$ cat src/vrptw_route_cost_evaluator_assert.svh
// Assertion macros shared by the route cost evaluator modules.
// RCE_ASSERT_IMPL checks a consequent in the same cycle as its antecedent.
// RCE_ASSERT_NEXT checks the consequent in the cycle after the antecedent.
`ifndef VRPTW_ROUTE_COST_EVALUATOR_ASSERT_SVH
`define VRPTW_ROUTE_COST_EVALUATOR_ASSERT_SVH

`ifndef SYNTHESIS

`define RCE_ASSERT_IMPL(name, clk, rst_n, ante, cons) \
    name: assert property (@(posedge clk) disable iff (!rst_n) (ante) |-> (cons)) \
        else $error("route cost evaluator: same-cycle check failed");

`define RCE_ASSERT_NEXT(name, clk, rst_n, ante, cons) \
    name: assert property (@(posedge clk) disable iff (!rst_n) (ante) |=> (cons)) \
        else $error("route cost evaluator: next-cycle check failed");

`else

`define RCE_ASSERT_IMPL(name, clk, rst_n, ante, cons)

`define RCE_ASSERT_NEXT(name, clk, rst_n, ante, cons)

`endif

`endif

$ cat src/rce_pkg.sv
package rce_pkg;

    // Default number of fraction bits in the lateness weight.
    localparam int unsigned RCE_FRAC_BITS = 8;

    // Configuration port geometry.
    localparam int unsigned RCE_CFG_IDX_W  = 2;
    localparam int unsigned RCE_CFG_DATA_W = 16;

    localparam logic [15:0] RCE_CAPACITY_RESET = 16'd0;
    localparam logic [15:0] RCE_LATE_W_RESET   = 16'd256;
    localparam logic [15:0] RCE_OVER_W_RESET   = 16'd256;

    typedef enum logic [RCE_CFG_IDX_W-1:0] {
        CFG_VEHICLE_CAPACITY = 2'd0,
        CFG_LATENESS_WEIGHT  = 2'd1,
        CFG_OVERLOAD_WEIGHT  = 2'd2
    } t_cfg_index;

    // One customer visit.
    typedef struct packed {
        logic [23:0] travel_in;
        logic [9:0]  demand;
        logic [23:0] window_open;
        logic [23:0] window_close;
        logic [23:0] service_time;
        logic        route_end;
        logic [23:0] return_travel;
        logic [23:0] depot_close;
        logic        solution_end;
    } t_visit;

    // One route result.
    typedef struct packed {
        logic [15:0] route_index;
        logic [31:0] route_distance;
        logic [31:0] finish_time;
        logic [15:0] route_load;
        logic [15:0] route_overload;
        logic [31:0] route_lateness;
        logic        totals_valid;
        logic [39:0] total_distance;
        logic [39:0] total_lateness;
        logic [31:0] total_overload;
        logic [56:0] objective;
    } t_route;

    // Pipeline control handed from the top level to the stages.
    typedef struct packed {
        logic advance;
        logic accept;
    } t_pipe_ctrl;

endpackage

$ cat src/rce_objective.sv
`include "vrptw_route_cost_evaluator_assert.svh"

module rce_objective import rce_pkg::*; #(
    parameter int unsigned FRAC_BITS = RCE_FRAC_BITS
) (
    input  logic        i_clk,
    input  logic        i_rst_n,
    input  t_pipe_ctrl  i_ctrl,
    input  logic        i_route_valid,
    input  t_route      i_route,
    input  logic [15:0] i_late_weight,
    input  logic [15:0] i_over_weight,
    output logic        o_route_valid,
    output t_route      o_route
);

    // The 16 x 40 lateness product is formed from two 16 x 20 halves.
    localparam int unsigned SPLIT = 20;

    logic        r_v2, r_v3, r_v4;
    t_route      r_r2, r_r3, r_r4;
    logic [35:0] r_p_lo, r_p_hi;
    logic [47:0] r_p_over;
    logic [55:0] r_prod;
    logic [48:0] r_base;

    logic [35:0] n_p_lo, n_p_hi;
    logic [47:0] n_p_over;
    logic [55:0] n_prod, late_part;
    logic [48:0] n_base;
    t_route      n_r4;

    always_comb begin
        n_p_lo   = i_late_weight * i_route.total_lateness[SPLIT-1:0];
        n_p_hi   = i_late_weight * i_route.total_lateness[39:SPLIT];
        n_p_over = i_over_weight * i_route.total_overload;

        n_prod = {r_p_hi, {SPLIT{1'b0}}} + {{SPLIT{1'b0}}, r_p_lo};
        n_base = {9'd0, r_r2.total_distance} + {1'b0, r_p_over};

        late_part      = r_prod >> FRAC_BITS;
        n_r4           = r_r3;
        n_r4.objective = 57'(r_base) + 57'(late_part);
    end

    always_ff @(posedge i_clk) begin
        if (!i_rst_n) begin
            r_v2 <= 1'b0;
            r_v3 <= 1'b0;
            r_v4 <= 1'b0;
        end else if (i_ctrl.advance) begin
            r_v2 <= i_route_valid;
            r_v3 <= r_v2;
            r_v4 <= r_v3;
        end
    end

    always_ff @(posedge i_clk) begin
        if (i_ctrl.advance) begin
            r_r2     <= i_route;
            r_p_lo   <= n_p_lo;
            r_p_hi   <= n_p_hi;
            r_p_over <= n_p_over;
            r_r3     <= r_r2;
            r_prod   <= n_prod;
            r_base   <= n_base;
            r_r4     <= n_r4;
        end
    end

    assign o_route_valid = r_v4;
    assign o_route       = r_r4;

    `RCE_ASSERT_IMPL(a_objective_zero_unless_final, i_clk, i_rst_n,
        r_v4 && !r_r4.totals_valid,
        r_r4.objective == '0)

    `RCE_ASSERT_IMPL(a_objective_covers_distance, i_clk, i_rst_n,
        r_v4 && r_r4.totals_valid,
        r_r4.objective >= 57'(r_r4.total_distance))

    `RCE_ASSERT_IMPL(a_objective_distance_only, i_clk, i_rst_n,
        r_v4 && (r_r4.total_lateness == '0) && (r_r4.total_overload == '0),
        r_r4.objective == 57'(r_r4.total_distance))

endmodule

$ cat config.mk
export PLATFORM = sky130hd
export DESIGN_NAME = rce_objective
export DESIGN_NICKNAME = d
export VERILOG_FILES = /design/src/rce_pkg.sv /design/src/rce_objective.sv
export VERILOG_INCLUDE_DIRS = /design/src /design/src/src
export SDC_FILE = /design/constraint.sdc
export NUM_CORES = 2
export LEC_CHECK = 0
export CAP_MARGIN = 10
export CORE_MARGIN = 2
export CORE_UTILIZATION = 32
export DETAILED_ROUTE_END_ITERATION = 7
export DONT_BUFFER_PORTS = 1
export MAX_ROUTING_LAYER = met4
export PLACE_DENSITY = 0.46
export SETUP_SLACK_MARGIN = 0.02
export SYNTH_ARGS = -nofsm -noshare
export SYNTH_HDL_FRONTEND = slang
export SYNTH_SLANG_ARGS = --single-unit
$ cat constraint.sdc
create_clock -name i_clk -period 7.1 [get_ports i_clk]
set_input_delay 0 -clock i_clk [delete_from_list [all_inputs] [get_ports i_clk]]
set_output_delay 0 -clock i_clk [all_outputs]
set_load 0.05 [all_outputs]
* After elaboration in Yosys (flattened, before gate mapping)
Index checks and enable logic that the tools add are counted.
** Storage, ports and cells
- Register bits :: 1056
- Word-level logic and storage cells :: 45
- Bits of input ports :: 351
- Output and inout bits :: 315
** Operators by class
- Add/sub/neg operators :: 3
- Multipliers :: 3
** Operators with widths (number)
- multiplier 16 x 20 -> 36 bit :: 2
- adder 56 x 36 -> 56 bit :: 1
- adder 49 x 48 -> 50 bit :: 1
- adder 40 x 48 -> 49 bit :: 1
- multiplier 16 x 32 -> 48 bit :: 1

* Logic depth before layout (Yosys ltp)
- Depth in word-level cells :: 1
- Gate-level depth with buffers :: 26
- Gate-level depth less buffers :: 25

* Worst setup path before layout
OpenSTA, ideal clock, no wires.
- Kind :: input -> register
- Start :: in i_late_weight[1]
- End :: reg r_p_hi[35] (data pin)
- Arrival :: 5890 ps
- Cell stages on the path :: 26
- Path slack :: 950 ps
- Library setup time :: 260 ps
- Data required time :: 6840 ps
- Path buffers :: 2
- Path through :: clkbuf_1 clkbuf_1 nand2_1 fa_1 inv_1 fa_1 inv_1 fa_1 inv_1 fa_1 fa_1 inv_1 fa_1 inv_1 ha_1 a21o_1 a31oi_1 nand2_1 a2bb2oi_1 o31ai_1 a41o_1 o41ai_4 o21ai_2 a221o_1 a21oi_2 xnor2_1
** On the way
- Word-level cells in the longest chain between the ends :: 1
** Ends and longest elaborated chain
- from (decl) :: RTL line rce_objective.sv:11 : input logic [15:0] i_late_weight,
- multiplier 16 x 20 -> 36 bit :: RTL line rce_objective.sv:35 : n_p_hi = i_late_weight * i_route.total_lateness[39:SPLIT];
- named net n_p_hi[35] :: RTL line rce_objective.sv:27 : logic [35:0] n_p_lo, n_p_hi;
- to (signal assigned) :: RTL line rce_objective.sv:62 : r_p_hi <= n_p_hi;
- to (decl) :: RTL line rce_objective.sv:22 : logic [35:0] r_p_lo, r_p_hi;
The timed path passes the listed nets, and every way through them passes these cells.
A chain may end at the register's enable or synchronous reset.

* Final worst setup path
- Start :: in i_over_weight[4]
- End :: reg r_p_over[46] (data pin)
** On the way
- Word-level cells in the longest chain between the ends :: 1
** Ends and longest elaborated chain
- from (decl) :: RTL line rce_objective.sv:12 : input logic [15:0] i_over_weight,
- multiplier 16 x 32 -> 48 bit :: RTL line rce_objective.sv:36 : n_p_over = i_over_weight * i_route.total_overload;
- named net n_p_over[46] :: RTL line rce_objective.sv:28 : logic [47:0] n_p_over;
- to (signal assigned) :: RTL line rce_objective.sv:63 : r_p_over <= n_p_over;
- to (decl) :: RTL line rce_objective.sv:23 : logic [47:0] r_p_over;
The timed path passes the listed nets, and every way through them passes these cells.

==> results.sh <==
export IMPL_status="finished, final reports clean"
export IMPL_critPathLaunchType="input pin"
export IMPL_cts_root_buf="clkbuf_16"
export IMPL_syn_to_final_growth_pct=16.8
export IMPL_h_tree_depth=3
export IMPL_die_h_um=483
export IMPL_worst_slew_pin_slew_ns=1.22
export IMPL_fp_dieArea_um2=233000
export IMPL_cts_buffer_depth=3
export IMPL_avgSynthCellArea_um2=12.0
export IMPL_ys_ff_latch=1033
export IMPL_worstPathRequired_ns=7.62
export IMPL_setup_violations=0
export IMPL_first_pass_iters=7
export IMPL_min_path_cells=4
export IMPL_clkSlewWorstSetupHoldPaths_ns=0.07
export IMPL_nets=8249
export IMPL_numCtsBuffers=116
export IMPL_overflow=0
export IMPL_core_area_um2=227000
export IMPL_synth_edf_count=1030
export IMPL_finalMaxSlewViolations=0
export IMPL_fin_setup_tns_ns=0
export IMPL_post_route_util=0.376
export IMPL_place_congestion=0.824
export IMPL_synth_adder_area_share=0.326
export IMPL_period_share=0.824
export IMPL_dr_total_vias=45000
export IMPL_relSlewSlack=0.188
export IMPL_async_reset_ff_frac=0
export IMPL_timing_fmax_mhz=171
export IMPL_synth_compound_area_share=0.0546
export IMPL_wl_met1_mm=79.4
export IMPL_grt_setup_unrepaired="false"
export IMPL_nFillCells=21900
export IMPL_grt_max_degree=251
export IMPL_synth_top_family_by_area="adder cells"
export IMPL_grt_pass1_vias=48500
export IMPL_post_dp_hpwl_mm=133
export IMPL_synthSimpleGateAreaFrac=0.102
export IMPL_start_util=0.322
export IMPL_finalWirelength_mm=190
export IMPL_num_rows=175
export IMPL_clk_latency_ns=0.76
export IMPL_ys_flop_type="edfxtp_1"
export IMPL_synthXorXnorAreaFrac=0.0258
export IMPL_dr_wl_met2_mm=92.6
export IMPL_antenna_found_initial=7
export IMPL_synthMuxAreaShare=0.000410
export IMPL_cts_resized=0
export IMPL_maxUsedRoutingLayer="met4"
export IMPL_clock_sinks=1033
export IMPL_syn_area_um2=73300
export IMPL_viasPerCell=4.67
export IMPL_drt_wirelength_per_cell_um=19.7
export IMPL_hold_path_class="in -> reg"
export IMPL_grt_usage=0.169
export IMPL_yosys_warnings=0
export IMPL_worst_r2r_cell_count=14
export IMPL_ant_nets=0
export IMPL_grt_pass1_wl_mm=291
export IMPL_clock_skew_ns=0.0673
export IMPL_cap_violations=0
export IMPL_worst_setup_path_type="in -> reg"
export IMPL_crit_fanout=32
export IMPL_wl_met3_mm=10.8
export IMPL_cp_arrival_ns=6.37
export IMPL_drt_iter0_drc=2317
export IMPL_fin_crit_ns=5.85
export IMPL_drc_errors=0
export IMPL_hold_buffers=520
export IMPL_die_w_um=483
export IMPL_top_level_ports=666
export IMPL_drive_gt1_frac=0.0327
export IMPL_io_buffer_count=0
export IMPL_hold_violations=0
export IMPL_cts_setup_buffers=0
export IMPL_ys_seq_area_frac=0.423
export IMPL_cts_tree="built"
export IMPL_syn_inst=6105
export IMPL_end_kind="flop"
export IMPL_synthDistinctLibCells=80
==> worst max-delay path, cell delays in order <==
cell and delay (ns):
and2_1 0.15, fa_1 0.54, inv_1 0.05, fa_1 0.47, fa_1 0.52, inv_1 0.06
fa_1 0.51, fa_1 0.49, inv_1 0.05, fa_1 0.47, inv_1 0.04, ha_1 0.33
a21o_1 0.21, o21ai_0 0.24, o2111ai_1 0.15, a21oi_1 0.38, o32ai_1 0.27, a21oi_1 0.39
o21ai_1 0.17, a31oi_1 0.31, o21ai_1 0.17, a221oi_2 0.27, xnor2_1 0.10
==> per-layer routing <==
layer,up-vias,GRT usage
met1,23200,0.208
met5,-,-
met3,235,0.0279
met4,0,0.0605
li1,20500,-
met2,1125,0.279
==> Yosys cell counts (69+ instances only) <==
| master | number | area, µm² |
|---|---|---|
| inv_1 | 1109 | 4160 |
| edfxtp_1 | 1030 | 30900 |
| fa_1 | 920 | 18400 |
| nand2_1 | 804 | 3020 |
| and2_1 | 458 | 2870 |
| ha_1 | 437 | 5470 |
| clkbuf_1 | 207 | 777 |
| a21oi_1 | 181 | 906 |
| xnor2_1 | 147 | 1290 |
| a21o_1 | 125 | 938 |
| nor2_1 | 111 | 417 |
| o21ai_0 | 95 | 475 |
| xor2_1 | 69 | 604 |
==> state kept, by name (all words and copies together) (netlist names) <==
register,flops
r_r2,257
r_v3,1
r_prod,48
o_route_valid,1
r_base,49
r_p_hi,36
r_v2,1
o_route,307
r_p_lo,28
n_r4,257
r_p_over,48
==> cells by family (layout without fill, tap and decap cells) <==
| logic type | after synthesis | count (layout) |
|---|---|---|
| AOI/OAI and AO/OA | 601 | 601 |
| and+or+nand+nor | 1569 | 1569 |
| muxes | 3 | 3 |
| DFF | 1033 | 1033 |
| xor gates and xnor gates | 216 | 216 |
| buffers and inverters | 1325 | 1852 |
| other | 1 | 12 |
| adders and majority gates | 1357 | 1357 |
==> path summary, 6_finish.rpt <==
check                    from           end  slack (ns)
min               i_route[89]     r_p_lo[8]        0.03
min reg2reg         r_r2[109]     n_r4[109]        0.37
max          i_over_weight[4]  r_p_over[46]        1.25
max reg2reg         r_base[0]   o_route[46]        3.10
==> cell type report <==
cell class / instances / area (µm²) / share of cell area
sequential: 1033 / 31000 / 0.362
multi-input combinational: 3753 / 37300 / 0.436
tap: 3009 / 3760 / 0.0440
clock buffer: 136 / 2980 / 0.0348
antenna: 5 / 12.5 / 0.000146
inverter: 1109 / 4160 / 0.0486
timing repair buffer: 528 / 5390 / 0.0629
clock inverter: 79 / 981 / 0.0115
==> stage by stage <==
stage | setup WS (ns) | instances | cell area [µm²] | hold slack [ns]
6_report | 1.25 | 9652 | 85600 | 0.0268
5_1_grt | 0.979 | 9650 | 85600 | 0.0211
4_1_cts | 1.43 | 9645 | 85600 | 0.000837
3_5_place_dp | 0.568 | 8910 | 76400 | 0.0989
3_3_place_gp | 0.551 | 8910 | 76400 | 0.0989
2_1_floorplan | 0.950 | 6111 | 73300 | 0.0989
==> placed cells by master (no fill, tap or decap), types with 42 or more instances in the layout <==
cell type,n
xor2_1,69
inv_1,1109
nand3_1,42
nand2_1,804
clkbuf_16,116
fa_1,920
edfxtp_1,1030
o21ai_0,95
dlygate4sd3_1,521
a21oi_1,181
xnor2_1,147
ha_1,437
a21o_1,125
and2_1,458
nor2_1,111
Power is not shown: default switching activity piles up to over one toggle a cycle in this logic, so the estimate is an artifact.
