`config.mk`:
```
export PLATFORM = sky130hd
export DESIGN_NAME = rce_visit
export DESIGN_NICKNAME = d
export VERILOG_FILES = /design/src/rce_pkg.sv /design/src/rce_visit.sv
export VERILOG_INCLUDE_DIRS = /design/src /design/src/src
export SDC_FILE = /design/constraint.sdc
export NUM_CORES = 2
export LEC_CHECK = 0
export BUFFER_PORTS_ARGS = -buffer_cell sky130_fd_sc_hd__buf_2
export CAP_MARGIN = 20
export CORE_MARGIN = 4
export CORE_UTILIZATION = 45
export CTS_CLUSTER_SIZE = 10
export DETAILED_ROUTE_END_ITERATION = 8
export GPL_ROUTABILITY_DRIVEN = 0
export HOLD_SLACK_MARGIN = 0.1
export SETUP_SLACK_MARGIN = 0.4
export SYNTH_ARGS = -nofsm -noshare
export SYNTH_HDL_FRONTEND = slang
export SYNTH_SLANG_ARGS = --single-unit
export TNS_END_PERCENT = 5
```
`constraint.sdc`:
```
create_clock -name i_clk -period 40.1 [get_ports i_clk]
set_clock_uncertainty 0.1 [all_clocks]
set_input_delay 4.01 -clock i_clk [delete_from_list [all_inputs] [get_ports i_clk]]
set_output_delay 4.01 -clock i_clk [all_outputs]
set_load 0.01 [all_outputs]
```
`src/vrptw_route_cost_evaluator_assert.svh`:
```
// Assertion macros shared by the route cost evaluator modules.
// RCE_ASSERT_IMPL checks a consequent in the same cycle as its antecedent.
// RCE_ASSERT_NEXT checks the consequent in the cycle after the antecedent.
`ifndef VRPTW_ROUTE_COST_EVALUATOR_ASSERT_SVH
`define VRPTW_ROUTE_COST_EVALUATOR_ASSERT_SVH

`ifndef SYNTHESIS

`define RCE_ASSERT_IMPL(name, clk, rst_n, ante, cons) \
    name: assert property (@(posedge clk) disable iff (!rst_n) (ante) |-> (cons)) \
        else $error("route cost evaluator: same-cycle check failed");

`define RCE_ASSERT_NEXT(name, clk, rst_n, ante, cons) \
    name: assert property (@(posedge clk) disable iff (!rst_n) (ante) |=> (cons)) \
        else $error("route cost evaluator: next-cycle check failed");

`else

`define RCE_ASSERT_IMPL(name, clk, rst_n, ante, cons)

`define RCE_ASSERT_NEXT(name, clk, rst_n, ante, cons)

`endif

`endif

```
`src/rce_pkg.sv`:
```
package rce_pkg;

    // Default number of fraction bits in the lateness weight.
    localparam int unsigned RCE_FRAC_BITS = 8;

    // Configuration port geometry.
    localparam int unsigned RCE_CFG_IDX_W  = 2;
    localparam int unsigned RCE_CFG_DATA_W = 16;

    localparam logic [15:0] RCE_CAPACITY_RESET = 16'd0;
    localparam logic [15:0] RCE_LATE_W_RESET   = 16'd256;
    localparam logic [15:0] RCE_OVER_W_RESET   = 16'd256;

    typedef enum logic [RCE_CFG_IDX_W-1:0] {
        CFG_VEHICLE_CAPACITY = 2'd0,
        CFG_LATENESS_WEIGHT  = 2'd1,
        CFG_OVERLOAD_WEIGHT  = 2'd2
    } t_cfg_index;

    // One customer visit.
    typedef struct packed {
        logic [23:0] travel_in;
        logic [9:0]  demand;
        logic [23:0] window_open;
        logic [23:0] window_close;
        logic [23:0] service_time;
        logic        route_end;
        logic [23:0] return_travel;
        logic [23:0] depot_close;
        logic        solution_end;
    } t_visit;

    // One route result.
    typedef struct packed {
        logic [15:0] route_index;
        logic [31:0] route_distance;
        logic [31:0] finish_time;
        logic [15:0] route_load;
        logic [15:0] route_overload;
        logic [31:0] route_lateness;
        logic        totals_valid;
        logic [39:0] total_distance;
        logic [39:0] total_lateness;
        logic [31:0] total_overload;
        logic [56:0] objective;
    } t_route;

    // Pipeline control handed from the top level to the stages.
    typedef struct packed {
        logic advance;
        logic accept;
    } t_pipe_ctrl;

endpackage

```
`src/rce_visit.sv`:
```
`include "vrptw_route_cost_evaluator_assert.svh"

module rce_visit import rce_pkg::*; (
    input  logic        i_clk,
    input  logic        i_rst_n,
    input  t_pipe_ctrl  i_ctrl,
    input  t_visit      i_visit,
    input  logic [15:0] i_capacity,
    output logic        o_route_valid,
    output t_route      o_route
);

    function automatic logic [15:0] sat16(input logic [15:0] a, input logic [15:0] b);
        logic [16:0] s;
        s = {1'b0, a} + {1'b0, b};
        return s[16] ? '1 : s[15:0];
    endfunction

    function automatic logic [31:0] sat32(input logic [31:0] a, input logic [31:0] b);
        logic [32:0] s;
        s = {1'b0, a} + {1'b0, b};
        return s[32] ? '1 : s[31:0];
    endfunction

    function automatic logic [39:0] sat40(input logic [39:0] a, input logic [39:0] b);
        logic [40:0] s;
        s = {1'b0, a} + {1'b0, b};
        return s[40] ? '1 : s[39:0];
    endfunction

    // Input register.
    logic        r_in_v;
    t_visit      r_in;

    // Route and solution state.
    logic [31:0] r_clock;
    logic [15:0] r_load;
    logic [31:0] r_route_dist;
    logic [31:0] r_route_late;
    logic [15:0] r_route_count;
    logic [39:0] r_dist_total;
    logic [39:0] r_late_total;
    logic [31:0] r_over_total;

    // Result register.
    logic        r_route_v;
    t_route      r_route;

    logic [31:0] travel32, wopen32, wclose32, svc32, ret32, dclose32;
    logic [31:0] clk_arrive, clk_start, clk_leave, clk_home;
    logic [31:0] late_visit, late_home, dist_visit, dist_home;
    logic [15:0] load_new, overload;
    logic [39:0] dist_tot_new, late_tot_new;
    logic [31:0] over_tot_new;
    t_route      n_route;
    logic        step;

    assign step = i_ctrl.advance && r_in_v;

    always_comb begin
        travel32 = {8'd0, r_in.travel_in};
        wopen32  = {8'd0, r_in.window_open};
        wclose32 = {8'd0, r_in.window_close};
        svc32    = {8'd0, r_in.service_time};
        ret32    = {8'd0, r_in.return_travel};
        dclose32 = {8'd0, r_in.depot_close};

        // Visit: arrive, wait for the window, charge lateness, serve.
        clk_arrive = sat32(r_clock, travel32);
        clk_start  = (clk_arrive < wopen32) ? wopen32 : clk_arrive;
        late_visit = (clk_start > wclose32) ? sat32(r_route_late, clk_start - wclose32)
                                            : r_route_late;
        clk_leave  = sat32(clk_start, svc32);
        dist_visit = sat32(r_route_dist, travel32);
        load_new   = sat16(r_load, {6'd0, r_in.demand});

        // Return to the depot on the last visit of a route.
        clk_home  = sat32(clk_leave, ret32);
        late_home = (clk_home > dclose32) ? sat32(late_visit, clk_home - dclose32)
                                          : late_visit;
        dist_home = sat32(dist_visit, ret32);
        overload  = (load_new > i_capacity) ? load_new - i_capacity : 16'd0;

        dist_tot_new = sat40(r_dist_total, {8'd0, dist_home});
        late_tot_new = sat40(r_late_total, {8'd0, late_home});
        over_tot_new = sat32(r_over_total, {16'd0, overload});

        n_route                = '0;
        n_route.route_index    = r_route_count;
        n_route.route_distance = dist_home;
        n_route.finish_time    = clk_home;
        n_route.route_load     = load_new;
        n_route.route_overload = overload;
        n_route.route_lateness = late_home;
        if (r_in.solution_end) begin
            n_route.totals_valid   = 1'b1;
            n_route.total_distance = dist_tot_new;
            n_route.total_lateness = late_tot_new;
            n_route.total_overload = over_tot_new;
        end
    end

    always_ff @(posedge i_clk) begin
        if (!i_rst_n) begin
            r_in_v        <= 1'b0;
            r_route_v     <= 1'b0;
            r_clock       <= '0;
            r_load        <= '0;
            r_route_dist  <= '0;
            r_route_late  <= '0;
            r_route_count <= '0;
            r_dist_total  <= '0;
            r_late_total  <= '0;
            r_over_total  <= '0;
        end else if (i_ctrl.advance) begin
            r_in_v    <= i_ctrl.accept;
            r_route_v <= r_in_v && r_in.route_end;
            if (r_in_v) begin
                if (!r_in.route_end) begin
                    r_clock      <= clk_leave;
                    r_load       <= load_new;
                    r_route_dist <= dist_visit;
                    r_route_late <= late_visit;
                end else begin
                    r_clock      <= '0;
                    r_load       <= '0;
                    r_route_dist <= '0;
                    r_route_late <= '0;
                    if (r_in.solution_end) begin
                        r_route_count <= '0;
                        r_dist_total  <= '0;
                        r_late_total  <= '0;
                        r_over_total  <= '0;
                    end else begin
                        r_route_count <= r_route_count + 16'd1;
                        r_dist_total  <= dist_tot_new;
                        r_late_total  <= late_tot_new;
                        r_over_total  <= over_tot_new;
                    end
                end
            end
        end
    end

    // Payload registers load only when the stage moves.
    always_ff @(posedge i_clk) begin
        if (i_ctrl.advance) begin
            r_in    <= i_visit;
            r_route <= n_route;
        end
    end

    assign o_route_valid = r_route_v;
    assign o_route       = r_route;

    `RCE_ASSERT_NEXT(a_route_state_clears, i_clk, i_rst_n,
        step && r_in.route_end,
        (r_clock == '0) && (r_load == '0) && (r_route_dist == '0) && (r_route_late == '0))

    `RCE_ASSERT_NEXT(a_solution_state_clears, i_clk, i_rst_n,
        step && r_in.route_end && r_in.solution_end,
        (r_route_count == '0) && (r_dist_total == '0) && (r_late_total == '0)
            && (r_over_total == '0))

    `RCE_ASSERT_IMPL(a_totals_zero_unless_final, i_clk, i_rst_n,
        r_route_v && !r_route.totals_valid,
        (r_route.total_distance == '0) && (r_route.total_lateness == '0)
            && (r_route.total_overload == '0))

endmodule

```
### After elaboration in Yosys (flattened, before gate mapping)

Cells that the tools add are included.
W data, S select, Z words.

| storage, ports and cells | value |
|---|---|
| logic and storage cells | 75 |
| bits in read-only memories | 0 |
| memories kept | 0 |
| register bits after elaboration | 655 |
| latch bits | 0 |
| RAM bits | 0 |

| cells by class | value |
|---|---|
| equal/unequal tests | 0 |
| divide/modulo/power cells | 0 |
| reduce and logical (&&, ||, !) cells | 3 |
| multiply operators | 0 |
| shifts and indexed selects | 0 |
| $lt $le $gt $ge | 4 |
| add/subtract/negate cells | 15 |
| muxes and demuxes | 24 |
| bitwise gates (word level) | 0 |

Operator list:

| kind | count |
|---|---|
| $mux W32 | 15 |
| $add A32 B24 Y33 | 5 |
| $mux W40 | 4 |
| $mux W113 | 1 |
| $add A40 B32 Y41 | 2 |
| $add A32 B32 Y33 | 2 |
| $gt A32 B24 Y1 | 2 |
| $mux W16 | 4 |
| $sub A32 B24 Y32 | 2 |
| $add A32 B16 Y33 | 1 |
| $lt A32 B24 Y1 | 1 |
| $add A16 B10 Y17 | 1 |
| $add A16 B1 Y16 const B | 1 |
| $gt A16 B16 Y1 | 1 |
| $sub A16 B16 Y16 | 1 |
| $reduce_and A3 Y1 | 1 |
| $reduce_and A2 Y1 | 1 |
| $logic_and A1 B1 Y1 | 1 |

### Logic depth before layout (Yosys ltp)

| depth | value |
|---|---|
| depth in word-level cells | 15 |
| depth in mapped cells | 95 |

### Least setup slack after synthesis

No wires, ideal clock.

| timing path | value |
|---|---|
| path type | register -> register |
| start | register r_in[132] (netlist name) |
| end | register r_route, in the netlist o_route[126] (data pin) |
| setup slack | 21,335 ps |
| arrival | 18,411 ps |
| cell stages (with the launch flop) | 86 |
| data required time | 39,746 ps |
| setup time | 254 ps |
| path buffers | 7 |
| path through | edfxtp_1 -> ha_1 -> fa_1 -> a211oi_1 -> o21ai_1 -> nand3_1 -> a21o_1 -> o21a_1 -> clkbuf_1 -> nand2_1 -> ha_1 -> a21o_1 -> a21oi_1 -> nor2b_1 -> o21ai_0 -> nand2b_1 -> a21oi_1 -> nor2b_1 -> [... 50 more ...] -> o21ai_1 -> a21oi_1 -> clkbuf_1 -> o21ai_0 -> mux2_4 -> ha_1 -> a21oi_1 -> nand2b_1 -> a21boi_0 -> o41ai_1 -> a31oi_1 -> o21ai_0 -> a21oi_1 -> a2111oi_0 -> o31ai_1 -> and4_1 -> and3_1 -> o21a_1 |

| on the way | value |
|---|---|
| longest elaborated chain between the ends | 14 |
| elaborated cells between the ends (all ways) | 20 |
| classes of those cells | 8 x add/sub; 3 x order compare; 9 x mux |

RTL lines:

| what | line | text |
|---|---|---|
| from (decl) | rce_visit.sv:33 | `t_visit r_in;` |
| from (signal assigned) | rce_visit.sv:148 | `r_in <= i_visit;` |
| $add A32 B24 Y33 * | rce_visit.sv:21 | `s = {1'b0, a} + {1'b0, b};` |
| $mux W32 * | rce_visit.sv:22 | `return s[32] ? '1 : s[31:0];` |
| $lt A32 B24 Y1 | rce_visit.sv:70 | `clk_start = (clk_arrive < wopen32) ? wopen32 : clk_arrive;` |
| $mux W32 * | rce_visit.sv:70 |  |
| $add A32 B24 Y33 * | rce_visit.sv:21 |  |
| $mux W32 * | rce_visit.sv:22 |  |
| $add A32 B24 Y33 * | rce_visit.sv:21 |  |
| $mux W32 * | rce_visit.sv:22 |  |
| via clk_home[3] | rce_visit.sv:50 | `logic [31:0] clk_arrive, clk_start, clk_leave, clk_home;` |
| $sub A32 B24 Y32 | rce_visit.sv:79 | `late_home = (clk_home > dclose32) ? sat32(late_visit, clk_home - dclose32)` |
| $add A32 B32 Y33 | rce_visit.sv:21 |  |
| $mux W32 | rce_visit.sv:22 |  |
| $mux W32 * | rce_visit.sv:79 |  |
| via late_home[2] | rce_visit.sv:51 | `logic [31:0] late_visit, late_home, dist_visit, dist_home;` |
| $add A40 B32 Y41 * | rce_visit.sv:27 | `s = {1'b0, a} + {1'b0, b};` |
| $mux W40 * | rce_visit.sv:28 | `return s[40] ? '1 : s[39:0];` |
| to (signal assigned) | rce_visit.sv:149 | `r_route <= n_route;` |
| to (decl) | rce_visit.sv:47 | `t_route r_route;` |

Mark *: on every way through the listed nets, which the timed path passes. The rest lies on a longest branch.
A chain may end at the register's enable or synchronous reset.

### Worst setup path in the final report

| timing path | value |
|---|---|
| start | register r_in[132] (netlist name) |
| end | register r_route, in the netlist o_route[126] (data pin) |

| on the way | value |
|---|---|
| longest elaborated chain between the ends | 14 |
| elaborated cells between the ends (all ways) | 20 |
| classes of those cells | 8 x add/sub; 3 x order compare; 9 x mux |

RTL lines:

| what | line |
|---|---|
| $add A32 B24 Y33 * | rce_visit.sv:21 |
| $mux W32 * | rce_visit.sv:22 |
| $lt A32 B24 Y1 | rce_visit.sv:70 |
| $mux W32 * | rce_visit.sv:70 |
| $add A32 B24 Y33 | rce_visit.sv:21 |
| $mux W32 | rce_visit.sv:22 |
| $add A32 B24 Y33 | rce_visit.sv:21 |
| $mux W32 | rce_visit.sv:22 |
| $sub A32 B24 Y32 | rce_visit.sv:79 |
| $add A32 B32 Y33 | rce_visit.sv:21 |
| $mux W32 | rce_visit.sv:22 |
| $mux W32 * | rce_visit.sv:79 |
| via late_home[1] | rce_visit.sv:51 |
| $add A40 B32 Y41 * | rce_visit.sv:27 |
| $mux W40 * | rce_visit.sv:28 |

Marked as above.

==> flow_summary.html <==
<table>
<tr><th>Metric</th><th>Value</th></tr>
<tr><th colspan="2">Worst setup path</th></tr>
<tr><td>Critical R2R Launch</td><td>r_in[132]</td></tr>
<tr><td>Critical Path Fanout Max</td><td>28</td></tr>
<tr><td>Capturing point of the worst reg2reg path</td><td>o_route[126]</td></tr>
<tr><td>Logic depth of the worst register-to-register path</td><td>83</td></tr>
<tr><td>Largest incremental delay on the critical path</td><td>just over 0.7 ns</td></tr>
<tr><td>Critical Path End Type</td><td>flip-flop</td></tr>
<tr><td>Type of the worst setup path</td><td>reg2reg</td></tr>
<tr><td>Setup crit end</td><td>o_route[126]</td></tr>
<tr><td>Worst reg-to-reg setup slack</td><td>approximately 18 ns</td></tr>
<tr><td>Critical Path RT</td><td>40.52 ns</td></tr>
<tr><td>Critical path startpoint</td><td>r_in[132]</td></tr>
<tr><td>Startpoint types</td><td>flip-flop</td></tr>
<tr><td>Worst EP arrival</td><td>around 22 ns</td></tr>
<tr><td>Slowest cell on crit path</td><td>o41ai_1</td></tr>
<tr><th colspan="2">Floorplan</th></tr>
<tr><td>Initial Utilization</td><td>45.53%</td></tr>
<tr><td>Area of the die</td><td>99840 µm²</td></tr>
<tr><td>Number of cell rows</td><td>roughly 110</td></tr>
<tr><td>Core Box Area</td><td>~94000 µm²</td></tr>
<tr><td>Vertical die dimension</td><td>316.0 µm</td></tr>
<tr><td>Width of the die</td><td>approximately 320 µm</td></tr>
<tr><td>IO Pins</td><td>491</td></tr>
<tr><th colspan="2">Synthesis</th></tr>
<tr><td>Total of flip-flops plus latches after synthesis</td><td>655</td></tr>
<tr><td>Average cell area after synthesis</td><td>9.472 µm²</td></tr>
<tr><td>Primary flip-flop cell chosen by synthesis mapping</td><td>edfxtp_1</td></tr>
<tr><td>Synth unique cells</td><td>107</td></tr>
<tr><td>Post-Syn Instances</td><td>4506</td></tr>
<tr><td>Warnings from Yosys</td><td>0</td></tr>
<tr><td>Ys async rst share</td><td>0%</td></tr>
<tr><td>Sequential area share after synthesis</td><td>40.41%</td></tr>
<tr><td>Cell area after technology mapping</td><td>42680 µm²</td></tr>
<tr><td>Number of enable-type register cells in the synthesized netlist</td><td>413</td></tr>
<tr><th colspan="2">Route</th></tr>
<tr><td>Routed Wire Length</td><td>129500 µm</td></tr>
<tr><td>Total number of vias</td><td>about 35000</td></tr>
<tr><td>Router iterations before antenna repair</td><td>6</td></tr>
<tr><td>Post-detailed-route wirelength per cell</td><td>20.80 µm</td></tr>
<tr><td>Average via count per standard cell</td><td>5.587</td></tr>
<tr><td>Detailed Route Iter0 Violations</td><td>approximately 2900</td></tr>
<tr><td>DRC violations left</td><td>0</td></tr>
<tr><td>Detail Route Antenna Nets</td><td>0</td></tr>
<tr><th colspan="2">Pwr</th></tr>
<tr><td>Leakage</td><td>around 21 nW</td></tr>
<tr><td>Power density cells</td><td>105.1 nW/µm²</td></tr>
<tr><td>Worst-case vdd ir drop</td><td>0.1114 mV</td></tr>
<tr><th colspan="2">Global routing</th></tr>
<tr><td>Pin count of the biggest net entering global routing</td><td>~120</td></tr>
<tr><td>Initial antenna violation count</td><td>0</td></tr>
<tr><td>All-Layer GR Usage</td><td>25.05%</td></tr>
<tr><td>First-pass GRT wire length</td><td>193000 µm</td></tr>
<tr><td>Grt total ovfl</td><td>0</td></tr>
<tr><td>Number of global-route vias before repair</td><td>32460</td></tr>
<tr><th colspan="2">Hold path</th></tr>
<tr><td>Worst min path class</td><td>reg2reg</td></tr>
<tr><td>Hold path startpoint</td><td>r_route_count[10]</td></tr>
<tr><th colspan="2">Timing</th></tr>
<tr><td>Worst slew pin tran</td><td>1.100 ns</td></tr>
<tr><td>Unrepaired setup endpoints after global routing</td><td>no</td></tr>
<tr><td>Final setup fails</td><td>0</td></tr>
<tr><td>Final count of hold timing violations</td><td>0</td></tr>
<tr><td>Final Max Tran Viols</td><td>0</td></tr>
<tr><td>Worst relative slew slack</td><td>a little over a quarter</td></tr>
<tr><td>Highest attainable clock frequency</td><td>45.66 MHz</td></tr>
<tr><td>Final Cycle Share</td><td>54.61%</td></tr>
<tr><td>Crit path setup slack, layout</td><td>18.20 ns</td></tr>
<tr><td>Total negative slack for setup checks</td><td>0 ns</td></tr>
<tr><td>Final worst path period need</td><td>21.90 ns</td></tr>
<tr><th colspan="2">CTS</th></tr>
<tr><td>Clock network latency to the later pin of the worst-skew pair</td><td>0.68 ns</td></tr>
<tr><td>Number of gates resized after cts</td><td>0</td></tr>
<tr><td>CTS tree</td><td>built</td></tr>
<tr><td>Clock Sink Count</td><td>655</td></tr>
<tr><td>Number of clock buffers inserted by TritonCTS</td><td>82</td></tr>
<tr><td>Root Buffer</td><td>clkbuf_16</td></tr>
<tr><td>Clock tree buffer depth</td><td>3</td></tr>
<tr><td># Post-CTS Setup Buffers</td><td>0</td></tr>
<tr><td>CTS clock-pin slew for the worst setup and hold paths</td><td>about 0.050 ns</td></tr>
<tr><td>Number of H-tree branching levels</td><td>3</td></tr>
<tr><td># hold bufs at CTS</td><td>0</td></tr>
<tr><th colspan="2">Flow run</th></tr>
<tr><td>Max-cap violations</td><td>0</td></tr>
<tr><th colspan="2">Run status</th></tr>
<tr><td>Run status</td><td>completed</td></tr>
<tr><th colspan="2">Finish</th></tr>
<tr><td>Fraction of layout cells with a size suffix above 1</td><td>13.99%</td></tr>
<tr><td>Commonest cells after routing, fill and taps aside</td><td>buf_2 (431), edfxtp_1 (413), nor2_1 (381), nand2_1 (380), ha_1 (362)</td></tr>
<tr><td>Area growth from synthesis to final layout</td><td>13.44%</td></tr>
<tr><td>Fill cell count</td><td>8726</td></tr>
<tr><td>Net total in the final layout</td><td>5459</td></tr>
<tr><td>Antenna Cells</td><td>0</td></tr>
<tr><td>Most common cell after layout, fill and taps aside</td><td>buf_2</td></tr>
<tr><th colspan="2">Placed design</th></tr>
<tr><td>DP Worst Slack</td><td>18.56 ns</td></tr>
<tr><td>Dpl hpwl</td><td>100400 µm</td></tr>
<tr><td>Port Buffers</td><td>433</td></tr>
</table>
[layer usage]
layer  vias to the layer above  global-route usage (%)  wire [µm]
li1                      17120                       -          -
met1                     16360                   34.18      57520
met2                      1115                   40.93      59400
met3                       204                   3.539       7912
met4                         0                   8.589       4674
met5                         -                       0          0
[metrics by stage]
stage	instances	total power, mW	instance area [µm²]	util (%)	hold WS (ns)
after floorplan	4562	3.465	42890	-	0.3082
after global placement	6077	4.344	45850	48.90	0.3340
after detailed placement	6077	4.361	45850	48.90	0.3334
after CTS	6228	5.096	48420	51.65	0.3480
after global routing	6228	5.478	48420	51.65	0.3493
final	6228	5.091	48420	51.65	0.3409
[how the worst min path moves through the flow]
stage | end | slack [ns] | cells after the start
final | o_route[308] | 0.34 | 0
after global routing | o_route[308] | 0.35 | 0
after CTS | o_route[308] | 0.35 | 0
after detailed placement | o_route[308] | 0.33 | 0
after global placement | r_late_total[23] | 0.33 | 2
after floorplan | o_route[308] | 0.31 | 0
[registers in the layout, indices dropped and copies added (netlist names)]
name,flops
r_over_total,32
dclose32,24
r_in,132
r_route_late,32
r_load,16
r_route_count,16
r_in_v,1
o_route,257
r_route_dist,32
o_route_valid,1
r_late_total,40
r_clock,32
r_dist_total,40
[report_power, final]
group / internal, mW / leakage [nW] / switching, mW
logic: 1.40 / 13.9 / 2.01
clock network: 0.417 / 1.23 / 0.293
registers: 0.913 / 6.08 / 0.0528
[cells by family after synthesis]
family                   count (synthesis)  share of synthesized area, %
AND/OR/NAND/NOR                       1390                         15.86
AO/OA/AOI/OAI                         1283                         19.57
flip-flops                             655                         40.41
buffers and inverters                  418                         4.380
adder cells (fa/ha/maj)                376                         11.27
XOR/XNOR                               304                         6.256
multiplexers                            79                         2.248
other                                    1                      0.008786
[synth_stat cells, types with 10 or more instances]
cell type,number,area (µm²)
a211oi_1,41,307.8
xnor2_1,184,1612
nor3_1,74,370.4
mux2_4,23,345.3
nand3_1,85,425.4
a21o_1,134,1006
o21a_1,68,510.5
o211ai_1,23,172.7
a21oi_1,314,1572
o21ai_1,11,55.05
edfxtp_1,413,12400
fa_1,14,280.3
o21ai_0,296,1481
o22a_1,27,236.5
and3_1,48,300.3
buf_4,60,450.4
nand4_1,39,244.0
a211o_1,12,105.1
mux2i_1,22,220.2
and4_1,10,87.58
nor4_1,18,112.6
mux2_2,33,371.6
xor2_1,119,1042
or3_1,22,137.6
and2_1,38,237.7
nor2_1,383,1438
nand2_1,381,1430
ha_1,362,4529
a21boi_0,38,285.3
or2_2,13,81.33
nor2b_1,157,982.2
nand2b_1,79,494.2
o21bai_1,40,300.3
a31oi_1,44,275.3
dfxtp_1,242,4845
clkbuf_1,120,450.4
a22oi_1,92,690.7
inv_1,216,810.8
o31ai_1,14,105.1
[cell type report]
cell class                      count  area [µm²]  area share [%]
Inverter                          216       812.0           1.677
Sequential cell                   655       17250           35.62
Multi-Input combinational cell   3489       23810           49.18
Tap cell                         1254        1569           3.241
Clock inverter                     18       256.5          0.5298
Timing Repair Buffer              463        2405           4.967
Clock buffer                      133        2316           4.783
[worst max-delay path: cells and delay by family (launching register included)]
family / cells / cell delay (ns)
DFF: 1 / 0.40
and+or+nand+nor: 19 / 4.12
AOI/OAI and AO/OA: 47 / 12.64
xor gates and xnor gates: 1 / 0.13
muxes: 2 / 0.49
adders and majority gates: 10 / 3.08
buffers and inverters: 4 / 0.76
Power figures use the tool's default switching activity.
